--- config.mk ---
export PLATFORM = sky130hd
export DESIGN_NAME = k_closest_points_select_top
export DESIGN_NICKNAME = d
export VERILOG_FILES = /design/src/rtl/core/kcps_pkg.sv /design/src/rtl/core/kcps_dist.sv /design/src/rtl/core/kcps_cell.sv /design/src/rtl/core/k_closest_points_select_top.sv
export SDC_FILE = /design/constraint.sdc
export NUM_CORES = 2
export LEC_CHECK = 0
export BUFFER_PORTS_ARGS = -buffer_cell sky130_fd_sc_hd__buf_2
export CELL_PAD_IN_SITES_DETAIL_PLACEMENT = 0
export CELL_PAD_IN_SITES_GLOBAL_PLACEMENT = 2
export CORE_MARGIN = 1
export CORE_UTILIZATION = 47
export DETAILED_ROUTE_END_ITERATION = 6
export GPL_ROUTABILITY_DRIVEN = 0
export HOLD_SLACK_MARGIN = 0.03
export PLACE_DENSITY_LB_ADDON = 0.1
export SYNTH_ARGS = -nofsm -noshare
export SYNTH_HDL_FRONTEND = slang
export SYNTH_SLANG_ARGS = --single-unit
--- constraint.sdc ---
create_clock -name clock -period 16.7 [get_ports clock]
set_input_delay 5.01 -clock clock [delete_from_list [all_inputs] [get_ports clock]]
set_output_delay 5.01 -clock clock [all_outputs]
set_load 0.01 [all_outputs]
--- src/rtl/core/kcps_pkg.sv ---
// Shared types and constants for the k-closest-points selector.
// No dependencies.
`default_nettype none

package kcps_pkg;

   localparam int COORD_W = 16;
   localparam int DIST_W  = 32;
   localparam int CSR_W   = 5;

   // One kept point; distance in the upper half so the layout matches the store word.
   typedef struct packed {
      logic [DIST_W-1:0]         distance;
      logic signed [COORD_W-1:0] y;
      logic signed [COORD_W-1:0] x;
   } entry_type;

   // Operation broadcast to every cell of the chain.
   typedef struct packed {
      logic insert;
      logic emit;
   } cell_ctl_type;

endpackage

`default_nettype wire

--- src/rtl/core/kcps_dist.sv ---
// Two-stage squared-distance unit: squares in the first stage, sum in the second.
// Depends on kcps_pkg.
`default_nettype none

module kcps_dist import kcps_pkg::*; (
   input  wire logic                      clock,
   input  wire logic                      reset,
   input  wire logic                      in_valid,
   input  wire logic signed [COORD_W-1:0] in_x,
   input  wire logic signed [COORD_W-1:0] in_y,
   input  wire logic                      in_last,
   output logic                           out_valid,
   output logic                           out_last,
   output entry_type                      out_entry
);

   logic                      valid1_ff, valid2_ff;
   logic                      last1_ff, last2_ff;
   logic signed [COORD_W-1:0] x1_ff, y1_ff;
   logic signed [DIST_W-1:0]  sqx_ff, sqy_ff;
   logic signed [DIST_W-1:0]  sqx_in, sqy_in;
   logic [DIST_W-1:0]         sum_in;
   entry_type                 entry2_ff;

   // Each square is at most 2^30, so the signed product is exact in 32 bits.
   assign sqx_in = in_x * in_x;
   assign sqy_in = in_y * in_y;
   assign sum_in = DIST_W'($unsigned(sqx_ff)) + DIST_W'($unsigned(sqy_ff));

   always_ff @(posedge clock) begin
      if (reset) begin
         valid1_ff <= 1'b0;
         valid2_ff <= 1'b0;
      end else begin
         valid1_ff <= in_valid;
         valid2_ff <= valid1_ff;
      end
      last1_ff           <= in_last;
      x1_ff              <= in_x;
      y1_ff              <= in_y;
      sqx_ff             <= sqx_in;
      sqy_ff             <= sqy_in;
      last2_ff           <= last1_ff;
      entry2_ff.x        <= x1_ff;
      entry2_ff.y        <= y1_ff;
      entry2_ff.distance <= sum_in;
   end

   assign out_valid = valid2_ff;
   assign out_last  = last2_ff;
   assign out_entry = entry2_ff;

endmodule

`default_nettype wire

--- src/rtl/core/kcps_cell.sv ---
// One cell of the sorted-insert chain: holds one kept point.
// On insert it keeps, takes the new point or takes its lower neighbor's point;
// on emit it takes its upper neighbor's point. Depends on kcps_pkg.
`default_nettype none

module kcps_cell import kcps_pkg::*; (
   input  wire logic         clock,
   input  wire cell_ctl_type ctl,
   input  wire logic         valid,
   input  wire entry_type    new_entry,
   input  wire entry_type    prev_entry,
   input  wire logic         prev_shift,
   input  wire entry_type    next_entry,
   output entry_type         entry,
   output logic              shift
);

   entry_type entry_ff, entry_in;

   // A valid cell farther than the new point moves one place down the chain.
   assign shift = valid && (entry_ff.distance > new_entry.distance);

   always_comb begin
      entry_in = entry_ff;
      if (ctl.emit) begin
         entry_in = next_entry;
      end else if (ctl.insert) begin
         if (prev_shift) begin
            entry_in = prev_entry;
         end else if (shift || !valid) begin
            entry_in = new_entry;
         end
      end
   end

   always_ff @(posedge clock) begin
      entry_ff <= entry_in;
   end

   assign entry = entry_ff;

endmodule

`default_nettype wire

--- src/rtl/core/k_closest_points_select_top.sv ---
// Results: the last point of a set is squared, summed and inserted as emit is set;
// the results then follow on consecutive cycles, nearest first.
// Throughput: one point per cycle inside a set, set by the insert chain taking one
// point per cycle; busy stays high from the last point until the final result.
// Reset: synchronous; empties the store, sets keep_count to 1, clears busy.
`default_nettype none

module k_closest_points_select_top import kcps_pkg::*; #(
   parameter int MAX_KEEP = 16
) (
   input  wire logic                      clock,
   input  wire logic                      reset,
   input  wire logic                      start,
   output logic                           busy,
   input  wire logic signed [COORD_W-1:0] req_x_coord,
   input  wire logic signed [COORD_W-1:0] req_y_coord,
   input  wire logic                      req_last_point,
   output logic                           rsp_valid,
   output logic signed [COORD_W-1:0]      rsp_out_x,
   output logic signed [COORD_W-1:0]      rsp_out_y,
   output logic [DIST_W-1:0]              rsp_squared_distance,
   output logic                           rsp_last_result,
   input  wire logic                      csr_valid,
   output logic                           csr_ready,
   input  wire logic [CSR_W-1:0]          csr_keep_count
);

   localparam int CNT_W = $clog2(MAX_KEEP + 1);

   logic [CSR_W-1:0] keep_count_ff;
   logic [CNT_W-1:0] k_eff, n_eff, n_next;
   logic [CNT_W-1:0] count_ff, count_in;
   logic [CNT_W-1:0] remain_ff, remain_in;
   logic             busy_ff, busy_in;
   logic             emit_ff, emit_in;
   logic             accept;

   logic             dist_valid, dist_last;
   entry_type        dist_entry;
   cell_ctl_type     ctl;

   entry_type        cell_entry [MAX_KEEP];
   logic [MAX_KEEP-1:0] cell_shift;
   logic [MAX_KEEP-1:0] cell_valid;

   assign accept    = start && !busy_ff;
   assign csr_ready = 1'b1;

   always_ff @(posedge clock) begin
      if (reset) begin
         keep_count_ff <= CSR_W'(1);
      end else if (csr_valid && csr_ready) begin
         keep_count_ff <= csr_keep_count;
      end
   end

   always_comb begin
      if (keep_count_ff == '0) begin
         k_eff = CNT_W'(1);
      end else if (32'(keep_count_ff) > 32'(MAX_KEEP)) begin
         k_eff = CNT_W'(MAX_KEEP);
      end else begin
         k_eff = CNT_W'(keep_count_ff);
      end
   end

   assign n_eff  = (count_ff < k_eff) ? count_ff : k_eff;
   assign n_next = (n_eff < k_eff) ? n_eff + CNT_W'(1) : n_eff;

   kcps_dist u_dist (
      .clock     (clock),
      .reset     (reset),
      .in_valid  (accept),
      .in_x      (req_x_coord),
      .in_y      (req_y_coord),
      .in_last   (req_last_point),
      .out_valid (dist_valid),
      .out_last  (dist_last),
      .out_entry (dist_entry)
   );

   assign ctl.insert = dist_valid;
   assign ctl.emit   = emit_ff;

   for (genvar i = 0; i < MAX_KEEP; i++) begin : g_cell
      entry_type prev_e, next_e;
      logic      prev_s;

      assign cell_valid[i] = n_eff > CNT_W'(i);

      if (i == 0) begin : g_first
         assign prev_e = dist_entry;
         assign prev_s = 1'b0;
      end else begin : g_mid
         assign prev_e = cell_entry[i-1];
         assign prev_s = cell_shift[i-1];
      end

      if (i == MAX_KEEP - 1) begin : g_end
         assign next_e = cell_entry[i];
      end else begin : g_inner
         assign next_e = cell_entry[i+1];
      end

      kcps_cell u_cell (
         .clock      (clock),
         .ctl        (ctl),
         .valid      (cell_valid[i]),
         .new_entry  (dist_entry),
         .prev_entry (prev_e),
         .prev_shift (prev_s),
         .next_entry (next_e),
         .entry      (cell_entry[i]),
         .shift      (cell_shift[i])
      );
   end

   always_comb begin
      busy_in   = busy_ff;
      emit_in   = emit_ff;
      count_in  = count_ff;
      remain_in = remain_ff;
      if (accept && req_last_point) begin
         busy_in = 1'b1;
      end
      if (dist_valid) begin
         count_in = n_next;
         if (dist_last) begin
            emit_in   = 1'b1;
            remain_in = n_next;
         end
      end
      if (emit_ff) begin
         remain_in = remain_ff - CNT_W'(1);
         if (remain_ff == CNT_W'(1)) begin
            emit_in  = 1'b0;
            busy_in  = 1'b0;
            count_in = '0;
         end
      end
   end

   always_ff @(posedge clock) begin
      if (reset) begin
         busy_ff   <= 1'b0;
         emit_ff   <= 1'b0;
         count_ff  <= '0;
         remain_ff <= '0;
      end else begin
         busy_ff   <= busy_in;
         emit_ff   <= emit_in;
         count_ff  <= count_in;
         remain_ff <= remain_in;
      end
   end

   assign busy                 = busy_ff;
   assign rsp_valid            = emit_ff;
   assign rsp_out_x            = cell_entry[0].x;
   assign rsp_out_y            = cell_entry[0].y;
   assign rsp_squared_distance = cell_entry[0].distance;
   assign rsp_last_result      = emit_ff && (remain_ff == CNT_W'(1));

endmodule

`default_nettype wire

Word level (Yosys, flattened, before mapping)
Index checks and enable logic that the tools add are counted.
Storage, ports and cells
  output and inout port bits: 68
  register bits after elaboration: 1205
  input bits: 42
  logic and storage cells: 272
Operators by class
  reductions and logical operators: 88
  multiply operators: 2
  equality and inequality tests: 1
  add/sub/neg operators: 3
  bitwise operators: 1
  $lt $le $gt $ge: 35
  muxes and demuxes: 78
Operator list (number)
  two-way mux 64 bit: 61
  > comparator 32 bit: 16
  multiplier 16 x 16 -> 32 bit: 2
  two-way mux 5 bit: 10
  nonzero test 3 bit: 14
  > comparator 5 x 4 -> 1 bit, second input constant: 8
  adder 32 bit: 1
  AND reduction 2 bit: 16
  > comparator 5 x 3 -> 1 bit, second input constant: 4
  logical AND 1 bit: 19
  logical NOT 1 bit: 17
  logical OR 1 bit: 16
  > comparator 5 x 1 -> 1 bit, second input constant: 2
  > comparator 5 x 2 -> 1 bit, second input constant: 2
  < comparator 5 bit: 2
  nonzero test 2 bit: 4
  two-way mux 1 bit: 7
  adder 5 x 1 -> 5 bit, second input constant: 1
  equality test 5 x 1 -> 1 bit, second input constant: 1
  > comparator 5 bit, second input constant: 1
  logical NOT 5 bit: 1
  subtractor 5 x 1 -> 5 bit, second input constant: 1
  AND reduction 3 bit: 1
  inverter 1 bit: 1

Longest topological paths before layout
  depth after elaboration: 12
  gate-level depth with buffers: 27
  mapped depth without buffers: 25

Modules after synthesis
From an unflattened synthesis, not the netlist that was laid out.
Unflattened totals
  cell total of the unflattened synthesis: 8812
  area, all modules: 88588.7 um^2
Modules (own cells, without submodules)
  kcps_cell: sequential area each 1921.8 um^2, cells each 395, times used 16, area each 4047.6 um^2
  kcps_dist: sequential area each 3203.1 um^2, cells each 2296, times used 1, area each 22276.4 um^2
  k_closest_points_select_top: sequential area each 340.3 um^2, cells each 196, times used 1, area each 1550.2 um^2

Least setup slack after synthesis
OpenSTA, ideal clock, no wires.
  kind: input to register
  from: input port req_x_coord[15]
  to: register u_dist.sqx_ff[31]
  setup slack: 5587 ps
  buffers on the path: 2
  arrival time: 10993 ps
  library setup time: 120 ps
  cell stages on the path: 22
  required time: 16580 ps
  cells stage by stage: clkbuf_1 > clkbuf_1 > nand2_1 > fa_1 > inv_1 > fa_1 > fa_1 > fa_1 > fa_1 > inv_1 > fa_1 > inv_1 > ha_1 > a21o_1 > a21o_1 > a21oi_1 > o21ai_0 > a21oi_1 > o221ai_1 > a21o_1 > a21oi_1 > xnor2_1
On the way
  longest elaborated chain between the ends: 1
Ends and longest elaborated chain
  from (decl): line k_closest_points_select_top.sv:15  | input wire logic signed [COORD_W-1:0] req_x_coord,
  multiplier 16 x 16 -> 32 bit: line kcps_dist.sv:26  | assign sqx_in = in_x * in_x;
  named net u_dist.sqx_in[31]: line kcps_dist.sv:21  | logic signed [DIST_W-1:0] sqx_in, sqy_in;
  to (signal assigned): line kcps_dist.sv:41  | sqx_ff <= sqx_in;
  to (decl): line kcps_dist.sv:20  | logic signed [DIST_W-1:0] sqx_ff, sqy_ff;
The timed path passes the listed nets, and every way through them passes these cells.
A chain may end at the register's enable or synchronous reset.

Final worst setup path
Ends and elaborated chain as after synthesis.

==> impl_results.md <==
- Run status: completed
- Drc violations: 0
- Hold-fix buffers, CTS: 0
- Htree depth: 4
- Placed Area: 88600 µm²
- Worst skew pair latency: 0.82 ns
- Final Cell Area: between 90000 and 100000 µm²
- Average size of a mapped cell: 10.6 µm²
- Clock buffer depth: 3
- Final period util: 0.675
- CP peak stage delay: slightly above 0.9 ns
- Average wire per standard cell: 25.1 µm
- Total of max-cap violations: 0
- Tmin final: 11.27 ns
- Post-CTS Resized: 0
- Worst-path cell chain: buf_2, clkinv_1, nor2_1, fa_1, fa_1, fa_1, fa_1, fa_1, inv_1, fa_1, inv_1, ha_1, a21o_1, a21o_1, a21oi_1, o21ai_0, a21oi_1, o221ai_1, a21o_1, a21oi_1, xnor2_1
- Setup bufs post-CTS: 0
- Cells on worst reg2reg path: 13
- GR Util met1: 0.386
- Initial antenna violation count: 12
- Number of global-route vias before repair: 62697
- Die X: 430 µm
- Seq cells post-synth: roughly 1200
- Iter 0 DRT Violations: 4868
- CTS buffer count: 148
- I/O pin count: 110
- CTS Sinks: 1201
- CTS tree: built
- RSZ-0062 raised after global routing: no
- Core box area: 181000 µm²
- Met3 usage: 0.0341
- Share of cells above drive strength 1: 0.0634
- First-pass GRT wire length: 400000 µm
- Gate Count Post-Synth: 8120
- Global route hottest layer: met2
- CP max stage cell: fa_1
- Routed via count: 61181
- Hold path start: u_dist.x1_ff[13]
- Die Y: 430 µm
- Hold path endpoint: u_dist.out_entry[13]
- Die footprint: ~180000 µm²
- Synth top area share: 0.357
- Worst EP required: 17.38 ns
- FMAX: roughly 89 MHz
- CP most frequent cell: fa_1
- Max Slew Vio Count: 0
- Post-synth top cells: 1165 x nand2_1, 1024 x edfxtp_1, 911 x mux2i_1
- CP bufs+invs: 4
- Worst Setup End Kind: register
- Slew Limit Headroom: 0.176
- CTS Root Cell: clkbuf_16
- WS Path Type: in2reg
- Top-count cell post-synth: nand2_1
- CP top delay family: adder cells
- ANT nets after route: 0
- R2R Path Start: u_dist.out_entry[63]
- Initial Util: 0.475
- Detailed placer's ending HPWL: 191000 µm
- Cells on Worst Hold Path: 0
- Port Buffers: between 100 and 150
- Fin nets: 9301
- Post-synthesis async set-or-reset flop share: 0
- Worst slew pin tran: 1.22 ns
- Setup crit start: req_x_coord[15]
- Critical Path Source Type: input pin
- Cell Rows: 156
- Worst Hold Class: reg2reg
- Maximum vdd drop: ~0.57 mV
- Dominant cells by area after synthesis: edfxtp_1 36%, fa_1 11%, ha_1 11%
- Grt ovf: 0
- M2 GR Usage: 0.480
- Reg2reg end: g_cell[3].u_cell.entry[20]
- Yosys cell types: 84
- Cell taking the most area after synthesis: edfxtp_1
- Final setup fails: 0
- Synthesized Nets: 9365
- Final WL: about 270000 µm
- CP max FO: 19
- R2R Setup Slk: about 10 ns
- TNS Setup: 0 ns
- P per Cell Area: approximately 200 nW/µm²
- All-Layer GR Usage: 0.287
- Drt pass-1 iters: 5
- EDFF count, synth: 1024
- Hold Vio Cnt, Final: 0
- Area growth, synth to finish: 8.43%
- Largest net degree at the start of global routing: 207
- CP Data Arrival Time: between 10 and 15 ns
- Sequential share of the synthesized area: 0.398
- Worst-path clk slew: 0.06 ns
- Clock skew: 0.0271 ns
- Via density: between 5 and 6
- Leak pwr: 38.1 nW
- Ys flop type: edfxtp_1
- Post-Syn Area: roughly 86000 µm²
- Yosys warns: 0
## area by class of cell
type,instances,area [µm²]
antenna,6,15.0
clock buffer,219,4180
clock inverter,47,537
fill,16476,87900
inverter,750,2820
multi-input combinational,5737,47200
sequential,1201,34300
tap,2370,2970
timing repair buffer,218,1390
## logic make-up after synthesis
group / count (synthesis) / share of synthesized area
and+or+nand+nor: 1769 / 0.0890
muxes: 1011 / 0.119
adders and majority gates: 1203 / 0.216
xor gates and xnor gates: 119 / 0.0121
other: 1 / 0.0000435
AOI/OAI and AO/OA: 1634 / 0.108
buffers and inverters: 1182 / 0.0577
DFF: 1201 / 0.398
## through the flow
| stage | total power, W | hold WS (ns) | setup WS (ns) | util | instances |
|---|---|---|---|---|---|
| floorplan | 0.0122 | 0.310 | 5.59 | - | 8120 |
| CTS | 0.0187 | 0.328 | 5.42 | 0.515 | 10542 |
| detailed placement | 0.0154 | 0.314 | 4.58 | 0.489 | 10276 |
| finish | 0.0185 | 0.326 | 5.43 | 0.515 | 10548 |
| global route | 0.0201 | 0.330 | 5.00 | 0.515 | 10543 |
| global placement | 0.0153 | 0.311 | 4.64 | 0.489 | 10276 |
## placed cells by master (no fill, tap or decap), drive strengths merged, types with 43 or more instances in the layout
| cell type | synthesis | layout |
|---|---|---|
| nor2 | 175 | 175 |
| nand4 | 95 | 95 |
| inv | 746 | 755 |
| nor2b | 50 | 50 |
| nand2 | 1166 | 1166 |
| ha | 731 | 731 |
| dfxtp | 177 | 177 |
| a21o | 164 | 164 |
| buf | 109 | 218 |
| mux2 | 100 | 100 |
| xnor2 | 88 | 88 |
| o21ai | 1047 | 1047 |
| nor3 | 43 | 43 |
| nand3 | 53 | 53 |
| mux2i | 911 | 911 |
| clkbuf | 323 | 219 |
| a21oi | 199 | 199 |
| and2 | 85 | 85 |
| edfxtp | 1024 | 1024 |
| fa | 472 | 472 |
## flip-flops by register name, summed over array words and instances (netlist names)
signal,flops
u_dist.valid1_ff,1
u_dist.out_last,1
u_dist.sqx_ff,30
busy,1
u_dist.out_valid,1
remain_ff,5
count_ff,5
u_dist.sqy_ff,30
u_dist.x1_ff,16
u_dist.out_entry,64
keep_count_ff,5
u_dist.last1_ff,1
rsp_valid,1
u_dist.y1_ff,16
g_cell.u_cell.entry,1024
## layer usage
layer / wire [µm] / share of wire
met3: 12700 / 0.048
met4: 8860 / 0.033
met2: 127000 / 0.48
met1: 116000 / 0.44
met5: 13 / 0.000049
## how the worst max path moves through the flow
stage / end / slack [ns] / cells after the start
2_1_floorplan: u_dist.sqx_ff[31] / 5.59 / 22
3_3_place_gp: u_dist.sqx_ff[31] / 4.64 / 21
3_5_place_dp: u_dist.sqx_ff[31] / 4.58 / 21
4_1_cts: u_dist.sqx_ff[31] / 5.42 / 21
5_1_grt: u_dist.sqx_ff[31] / 5.00 / 21
6_report: u_dist.sqx_ff[31] / 5.43 / 21
## worst register-to-register path: stages, from the launching register on
cell and delay (ns):
dfxtp_1 0.74, inv_1 0.39, buf_4 0.30, ha_1 0.36, nand4_1 0.12, or2_1 0.33, or4_1 0.73, nor4_1 0.99
nor2_1 0.17, o21ai_4 0.14, buf_4 0.56, buf_4 0.85, mux2i_1 0.38, o21ai_1 0.08
## power by group
part,internal [W],leakage [nW],total (W),switching [W]
registers,0.00404,10.9,0.00442,0.000380
logic,0.00445,24.8,0.0109,0.00647
clock network,0.00183,2.29,0.00319,0.00136
No activity file was read; power rests on OpenSTA's default activity.
